==> src/rtl/assert_macros.svh <==
// Assertion macros used by the top-level RTL.
// Needs signals clk and rst_n in the scope where a macro is used.
`ifndef ASSERT_MACROS_SVH
`define ASSERT_MACROS_SVH

// Same-cycle implication, disabled in reset.
`define ASSERT_IMPL(label, ante, cons) \
  label: assert property (@(posedge clk) disable iff (!rst_n) (ante) |-> (cons)) \
    else $error("assertion failed");

// Next-cycle implication, disabled in reset.
`define ASSERT_NEXT(label, ante, cons) \
  label: assert property (@(posedge clk) disable iff (!rst_n) (ante) |=> (cons)) \
    else $error("assertion failed");

`endif

==> src/rtl/brb_pkg.sv <==
// Package for the byte ring buffer: field widths, command and status codes,
// result and control structs. No dependencies.
package brb_pkg;

  localparam int DEPTH_DEF = 1024;

  localparam int CMD_W  = 2;
  localparam int BYTE_W = 8;
  localparam int ST_W   = 2;
  localparam int CNT_W  = 10;

  localparam logic [CMD_W-1:0] CMD_PUSH  = 2'd0;
  localparam logic [CMD_W-1:0] CMD_POP   = 2'd1;
  localparam logic [CMD_W-1:0] CMD_PEEK  = 2'd2;
  localparam logic [CMD_W-1:0] CMD_FLUSH = 2'd3;

  localparam logic [ST_W-1:0] ST_OK       = 2'd0;
  localparam logic [ST_W-1:0] ST_FULL     = 2'd1;
  localparam logic [ST_W-1:0] ST_EMPTY    = 2'd2;
  localparam logic [ST_W-1:0] ST_NOTFOUND = 2'd3;

  typedef struct packed {
    logic [BYTE_W-1:0] byte_out;
    logic [ST_W-1:0]   status;
    logic [CNT_W-1:0]  found_offset;
    logic [CNT_W-1:0]  fill_count;
  } res_t;

  typedef struct packed {
    logic done;  // result produced this cycle
    logic busy;  // a pop or peek is in progress
  } ctl_t;

endpackage

==> src/rtl/brb_ctrl.sv <==
// Ring buffer sequencer: pointers, command decode and the byte-per-cycle
// scan loop around one compare unit. Uses brb_pkg; drives brb_ram ports.
module brb_ctrl #(
  parameter int DEPTH = brb_pkg::DEPTH_DEF
) (
  input  logic                        clk,
  input  logic                        rst_n,
  input  logic                        in_valid,
  input  logic [brb_pkg::CMD_W-1:0]   in_command,
  input  logic [brb_pkg::BYTE_W-1:0]  in_byte_in,
  output logic                        in_ready,
  input  logic                        slot_free,
  output brb_pkg::ctl_t               ctl,
  output brb_pkg::res_t               res,
  output logic                        ram_we,
  output logic [$clog2(DEPTH)-1:0]    ram_waddr,
  output logic [brb_pkg::BYTE_W-1:0]  ram_wdata,
  output logic [$clog2(DEPTH)-1:0]    ram_raddr,
  input  logic [brb_pkg::BYTE_W-1:0]  ram_rdata
);

  localparam int AW = $clog2(DEPTH);

  localparam logic [1:0] S_IDLE = 2'd0;
  localparam logic [1:0] S_POP  = 2'd1;
  localparam logic [1:0] S_SCAN = 2'd2;

  logic [1:0]                  state_r, state_nxt;
  logic [AW-1:0]               rp_r, rp_nxt;
  logic [AW-1:0]               wp_r, wp_nxt;
  logic [AW-1:0]               idx_r, idx_nxt;
  logic [AW-1:0]               k_r, k_nxt;
  logic [AW-1:0]               avail_r, avail_nxt;
  logic [brb_pkg::BYTE_W-1:0]  val_r, val_nxt;

  logic [AW-1:0]               rp_inc, wp_inc, idx_inc;
  logic [AW-1:0]               held_cur;
  logic                        empty;
  logic                        accept;

  function automatic logic [AW-1:0] wrap_inc(input logic [AW-1:0] p);
    wrap_inc = (p == AW'(DEPTH - 1)) ? '0 : p + AW'(1);
  endfunction

  function automatic logic [AW-1:0] held(input logic [AW-1:0] w, input logic [AW-1:0] r);
    logic [AW:0] sum;
    sum = (AW+1)'(DEPTH) + {1'b0, w} - {1'b0, r};
    held = (w >= r) ? (w - r) : sum[AW-1:0];
  endfunction

  assign rp_inc   = wrap_inc(rp_r);
  assign wp_inc   = wrap_inc(wp_r);
  assign idx_inc  = wrap_inc(idx_r);
  assign held_cur = held(wp_r, rp_r);
  assign empty    = (wp_r == rp_r);

  assign in_ready  = (state_r == S_IDLE) && slot_free;
  assign accept    = in_valid && in_ready;
  assign ram_waddr = wp_r;
  assign ram_wdata = in_byte_in;

  always_comb begin
    state_nxt  = state_r;
    rp_nxt     = rp_r;
    wp_nxt     = wp_r;
    idx_nxt    = idx_r;
    k_nxt      = k_r;
    avail_nxt  = avail_r;
    val_nxt    = val_r;
    ctl.done   = 1'b0;
    ctl.busy   = (state_r != S_IDLE);
    res.byte_out     = '0;
    res.status       = brb_pkg::ST_OK;
    res.found_offset = '0;
    ram_we     = 1'b0;
    ram_raddr  = rp_r;
    case (state_r)
      S_IDLE: begin
        if (accept) begin
          case (in_command)
            brb_pkg::CMD_PUSH: begin
              ctl.done = 1'b1;
              if (wp_inc == rp_r) begin
                res.status = brb_pkg::ST_FULL;
              end else begin
                ram_we = 1'b1;
                wp_nxt = wp_inc;
              end
            end
            brb_pkg::CMD_POP: begin
              if (empty) begin
                ctl.done   = 1'b1;
                res.status = brb_pkg::ST_EMPTY;
              end else begin
                state_nxt = S_POP;
              end
            end
            brb_pkg::CMD_PEEK: begin
              if (empty) begin
                ctl.done   = 1'b1;
                res.status = brb_pkg::ST_NOTFOUND;
              end else begin
                idx_nxt   = rp_r;
                k_nxt     = '0;
                avail_nxt = held_cur;
                val_nxt   = in_byte_in;
                state_nxt = S_SCAN;
              end
            end
            brb_pkg::CMD_FLUSH: begin
              ctl.done = 1'b1;
              rp_nxt   = '0;
              wp_nxt   = '0;
            end
            default: begin
              ctl.done = 1'b1;
            end
          endcase
        end
      end
      S_POP: begin
        ctl.done     = 1'b1;
        res.byte_out = ram_rdata;
        rp_nxt       = rp_inc;
        state_nxt    = S_IDLE;
      end
      S_SCAN: begin
        // rdata holds the byte at idx_r; prefetch the next one
        ram_raddr = idx_inc;
        if (ram_rdata == val_r) begin
          ctl.done         = 1'b1;
          res.found_offset = brb_pkg::CNT_W'(k_r);
          state_nxt        = S_IDLE;
        end else if ((k_r + AW'(1)) == avail_r) begin
          ctl.done   = 1'b1;
          res.status = brb_pkg::ST_NOTFOUND;
          state_nxt  = S_IDLE;
        end else begin
          idx_nxt = idx_inc;
          k_nxt   = k_r + AW'(1);
        end
      end
      default: begin
        state_nxt = S_IDLE;
      end
    endcase
    res.fill_count = brb_pkg::CNT_W'(held(wp_nxt, rp_nxt));
  end

  always_ff @(posedge clk) begin
    if (!rst_n) begin
      state_r <= S_IDLE;
      rp_r    <= '0;
      wp_r    <= '0;
    end else begin
      state_r <= state_nxt;
      rp_r    <= rp_nxt;
      wp_r    <= wp_nxt;
    end
  end

  always_ff @(posedge clk) begin
    idx_r   <= idx_nxt;
    k_r     <= k_nxt;
    avail_r <= avail_nxt;
    val_r   <= val_nxt;
  end

endmodule

==> config.mk <==
export PLATFORM = sky130hd
export DESIGN_NAME = brb_ctrl
export DESIGN_NICKNAME = d
export VERILOG_FILES = /design/src/rtl/assert_macros.svh /design/src/rtl/brb_pkg.sv /design/src/rtl/brb_ctrl.sv
export SDC_FILE = /design/constraint.sdc
export NUM_CORES = 1
export LEC_CHECK = 0
export ABC_AREA = 1
export BUFFER_PORTS_ARGS = -buffer_cell sky130_fd_sc_hd__buf_2
export CAP_MARGIN = 15
export CORE_MARGIN = 2
export CORE_UTILIZATION = 45
export DETAILED_ROUTE_END_ITERATION = 6
export GPL_TIMING_DRIVEN = 0
export HOLD_SLACK_MARGIN = 0.05
export PLACE_DENSITY = 0.73
export SYNTH_ARGS = -nofsm -noshare
export SYNTH_HDL_FRONTEND = slang
export SYNTH_SLANG_ARGS = --single-unit
==> constraint.sdc <==
create_clock -name clk -period 11.53 [get_ports clk]
set_clock_uncertainty 0.15 [all_clocks]
set_input_delay 2.306 -clock clk [delete_from_list [all_inputs] [get_ports clk]]
set_output_delay 2.306 -clock clk [all_outputs]
set_load 0.05 [all_outputs]
; ---- After elaboration in Yosys (flattened, before gate mapping)
; Cells that the tools add are included.
[word_totals]
regBits = 60
in_bits = 22
output_inout_bits = 62
wordCells = 105
[classes]
add_sub_neg = 10
magnitude_cmp = 2
n_eq_ne = 21
muxes = 53
bitwise = 1
n_reduce_logical = 11
[ops]
columns = op, n
row1 = two-way mux 10 bit, 23
row2 = case mux 10 bit (2 select lines), 4
row3 = "adder 10 x 1 -> 10 bit, second input constant", 4
row4 = subtractor 10 bit, 4
row5 = == test 10 bit, 3
row6 = "== test 10 bit, second input constant", 3
row7 = "adder 1 x 10 -> 10 bit, first input constant", 2
row8 = >= comparator 10 bit, 2
row9 = two-way mux 2 bit, 10
row10 = case mux 2 bit (2 select lines), 3
row11 = two-way mux 1 bit, 9
row12 = "inequality test 3 bit, second input constant", 3
row13 = == test 8 bit, 1
row14 = two-way mux 8 bit, 1
row15 = "inequality test 2 bit, second input constant", 4
row16 = "== test 2 bit, second input constant", 3
row17 = case mux 2 bit (3 select lines), 1
row18 = AND reduction 6 bit, 1
row19 = AND reduction 5 bit, 1
row20 = "== test 2 x 1 -> 1 bit, second input constant", 2
row21 = zero test 2 bit, 2
row22 = AND reduction 4 bit, 1
row23 = nonzero test 2 bit, 2
row24 = OR reduction 2 bit, 2
row25 = other kinds (6), 7

; ---- Logic depth before layout (Yosys ltp)
[depth]
word_depth = 10
mapped_depth = 27
mapped_depth_nobuf = 27

; ---- Worst setup path before layout
; OpenSTA, ideal clock, no wires.
[synth_timing]
kind = input to output
from = in slot_free
to = out res[8] (netlist name)
arrival_time_ns = 6.057
path_slack_ns = 3.017
path_stages = 19
cell_sequence = inv_1 nor2_1 nand2_1 nor2_1 buf_2 nand4_1 nand2_1 inv_2 ha_1 fa_1 nor2_1 o21ai_0 nand2_1 nand2_1 nand2_1 a21oi_1 o21ai_0 a21oi_1 xnor2_1
[synth_lines]
columns = element, line
row1 = from (decl), brb_ctrl.sv:12  ; input logic slot_free,
row2 = to (decl), brb_ctrl.sv:14  ; output brb_pkg::res_t res,

==> metrics.txt <==
crit path kind in -> out; first-pass GRT wire length 19,920 um; WL/cell 13.91 um; main combinational cell family by area after synthesis simple AND/OR/NAND/NOR gates; DR iter-0 viols 284; clock sinks 60; clock buffer depth 2; io pins 84; max-cap viol count 0; routability cong. 0.8977; Hold Crit Class reg -> reg; Max Freq 0.1273 GHz; Die H 105.6 um; slowest CP cell fa_1; Hold Vio Cnt, Final 0; Layout Nets 782; max layer used met4; DP HPWL around 10000 um; crit path cell chain buf_2 > inv_1 > ha_1 > nor2_1 > buf_2 > nand4_1 > nand2_1 > inv_2 > ha_1 > fa_1 > nor2_1 > o21ai_0 > nand2_1 > nand2_1 > nand2_1 > a21oi_1 > o21ai_0 > a21oi_1 > xnor2_1 > buf_2; Worst-Skew Late Latency 0.35 ns; DR WL met3 about 600 um; Mapped Nets 687; Mapped Cells ~640; Starting Density 45.61%; critical path capture point type output pin; synthesized area 0.004646 mm2; total iterations of the first detailed-routing run 5; worst slew pin tran approximately 0.84 ns; ant diodes 0; Routed Wire Length 12,140 um; Worst slew margin 43.80%; Global Route Usage Sum 22.35%; die extent in x 105.6 um; placed cell area around 0.0052 mm2; Pins Over Slew Limit 0; xor/xnor share of the synthesized area 7.083%; adder-cell area share of the yosys netlist 7.864%; Synth Register Bits 60; IO Port Bufs 83; endpoints failing setup 0; CTS tree built; Data required, critical path 9.07 ns; post-placement cell count 857; distinct cell type count after synthesis between 40 and 50; simple-gate share of the synthesized area 31.16%; Residual DRC 0; largest net degree at the start of global routing 21; design area 0.005450 mm2; htree depth 3; Num CTS Buffers 9; maximum vdd drop 42.38 uV; CP most frequent cell nand2_1; initial antenna violation count 0; core footprint between 0.01 and 0.015 mm2; Syn Area/Cell approximately 7.3 um2; CP max FO 10; met2 WL post-DR 6182 um; CTS root buf clkbuf_8; setup_tns 0 ns; non-filler cells, final 873; Worst setup SP type input port; synth warn 0; die area 0.01115 mm2; detailed-route via count roughly 4,400; # resized after CTS 0; worst hold slack 0.4585 ns; proportion of layout cells with a drive suffix above 1 19.40%; complex-gate fraction of the synthesized area between 8 and 9%; post-synthesis mux area share 0%; grt ovf 0; Leakage about 2.7 nW; pwr dens 84.60 mW/mm2; postcts setup bufs 0; post-synthesis sequential area ratio between 30% and 40%; Final ANT Viol Nets 0; vias in the first global route 4,246; Core Rows 37; Vias/cell 5.092; outcome finished, final reports clean; critical path's largest stage delay 0.41 ns; final worst slack ~3.7 ns; area grow syn2layout 17.32%; RSZ-0062 raised after global routing no; period utilization about two thirds; Post-CTS Hold Buffers 0; CP arrival 5.40 ns; Worst-path clk slew 0.07 ns; met1 wire length 5191 um; dpl ws 3.689 ns; minimum clock period 7.854 ns
## cell families (layout without fill, tap and decap cells)
family | after synthesis | after routing
AND/OR/NAND/NOR | 316 | 316
adder cells (fa/ha/maj) | 28 | 28
flip-flops | 60 | 60
XOR/XNOR | 36 | 36
buffers and inverters | 125 | 225
AO/OA/AOI/OAI | 72 | 72
## synth_stat cells (all sizes together)
cell	count	share of area, %
nor3	10	1.2
nand3	48	5.9
o21bai	6	0.97
o31ai	4	0.65
a32oi	2	0.38
nor4	2	0.27
edfxtp	38	25
fa	2	0.86
xnor3	1	0.48
o22ai	8	1.1
dfxtp	22	9.5
clkbuf	6	0.48
nor3b	2	0.32
a21oi	26	2.8
or2	6	0.81
ha	26	7.0
nand3b	4	0.65
o21ai	24	2.7
nor2b	1	0.13
xnor2	17	3.2
a211oi	2	0.32
nor2	82	7.2
nand4	20	2.8
inv	106	8.6
xor2	18	3.4
nand2	141	12
buf	13	1.9
## final cells by class
| class | count | area [um2] |
|---|---|---|
| fill | 980 | 4735 |
| multi-input combinational | 452 | 2559 |
| sequential | 60 | 1582 |
| timing repair buffer | 84 | 426.7 |
| inverter | 106 | 397.9 |
| tap | 136 | 170.2 |
| clock buffer | 12 | 155.1 |
| buffer | 19 | 112.6 |
| clock inverter | 4 | 47.55 |
## cells in the final DEF, fill, tap and decap left out, types with 4 or more instances in the layout
cell type / synthesis / routed
a21oi_1: 26 / 26
buf_2: 3 / 86
buf_4: 8 / 8
clkbuf_1: 6 / 7
clkbuf_8: 0 / 11
dfxtp_1: 22 / 22
edfxtp_1: 38 / 38
ha_1: 26 / 26
inv_1: 103 / 103
nand2_1: 134 / 134
nand2_2: 6 / 6
nand3_1: 43 / 43
nand3_2: 4 / 4
nand3b_1: 4 / 4
nand4_1: 19 / 19
nor2_1: 75 / 75
nor2_2: 5 / 5
nor3_1: 9 / 8
o21ai_0: 22 / 22
o21bai_1: 6 / 6
o22ai_1: 8 / 8
o31ai_1: 4 / 4
or2_2: 6 / 6
xnor2_1: 17 / 17
xor2_1: 18 / 18
## power breakdown
part | internal (mW) | total [mW] | switching (mW) | leakage [nW]
clock | 0.111 | 0.197 | 0.0857 | 0.102
combinational | 0.0116 | 0.0375 | 0.0260 | 2.09
sequential | 0.227 | 0.227 | 0.000311 | 0.539
## sequential cells by signal, summed over array words and instances (netlist names)
| signal | flops |
|---|---|
| idx_r | 10 |
| avail_r | 10 |
| state_r | 2 |
| rp_r | 10 |
| k_r | 10 |
| ram_waddr | 10 |
| val_r | 8 |
## critical path: cells and delay by family
family	cells	cell delay, ns
compound gates	4	0.43
simple gates	7	0.81
fa+ha+maj	3	0.94
xor+xnor	1	0.13
buf+inv	5	0.76
## path summary, 6_finish.rpt
kind / from / depth (start not counted) / endpoint / slack, ns
worst max-delay path: in_command[0] / 20 / res[8] / 3.68
worst min-delay path: ram_waddr[0] / 4 / ram_waddr[0] / 0.46
worst max register to register: rp_r[7] / 10 / idx_r[1] / 7.90
worst min register to register: ram_waddr[0] / 4 / ram_waddr[0] / 0.46
## per-layer routing
metal / vias up / track usage, %
met1: 2055 / 27.50
met4: 0 / 7.049
met5: - / 0
met2: 110 / 40.32
met3: 17 / 3.030
li1: 2263 / -
## stage by stage
| stage | total power [mW] | util [%] |
|---|---|---|
| floorplan | 0.2578 | - |
| global route | 0.4730 | 53.51 |
| detailed placement | 0.2693 | 51.52 |
| finish | 0.4611 | 53.51 |
| global placement | 0.2686 | 51.36 |
| CTS | 0.4631 | 53.51 |
No activity file was read; power rests on OpenSTA's default activity.
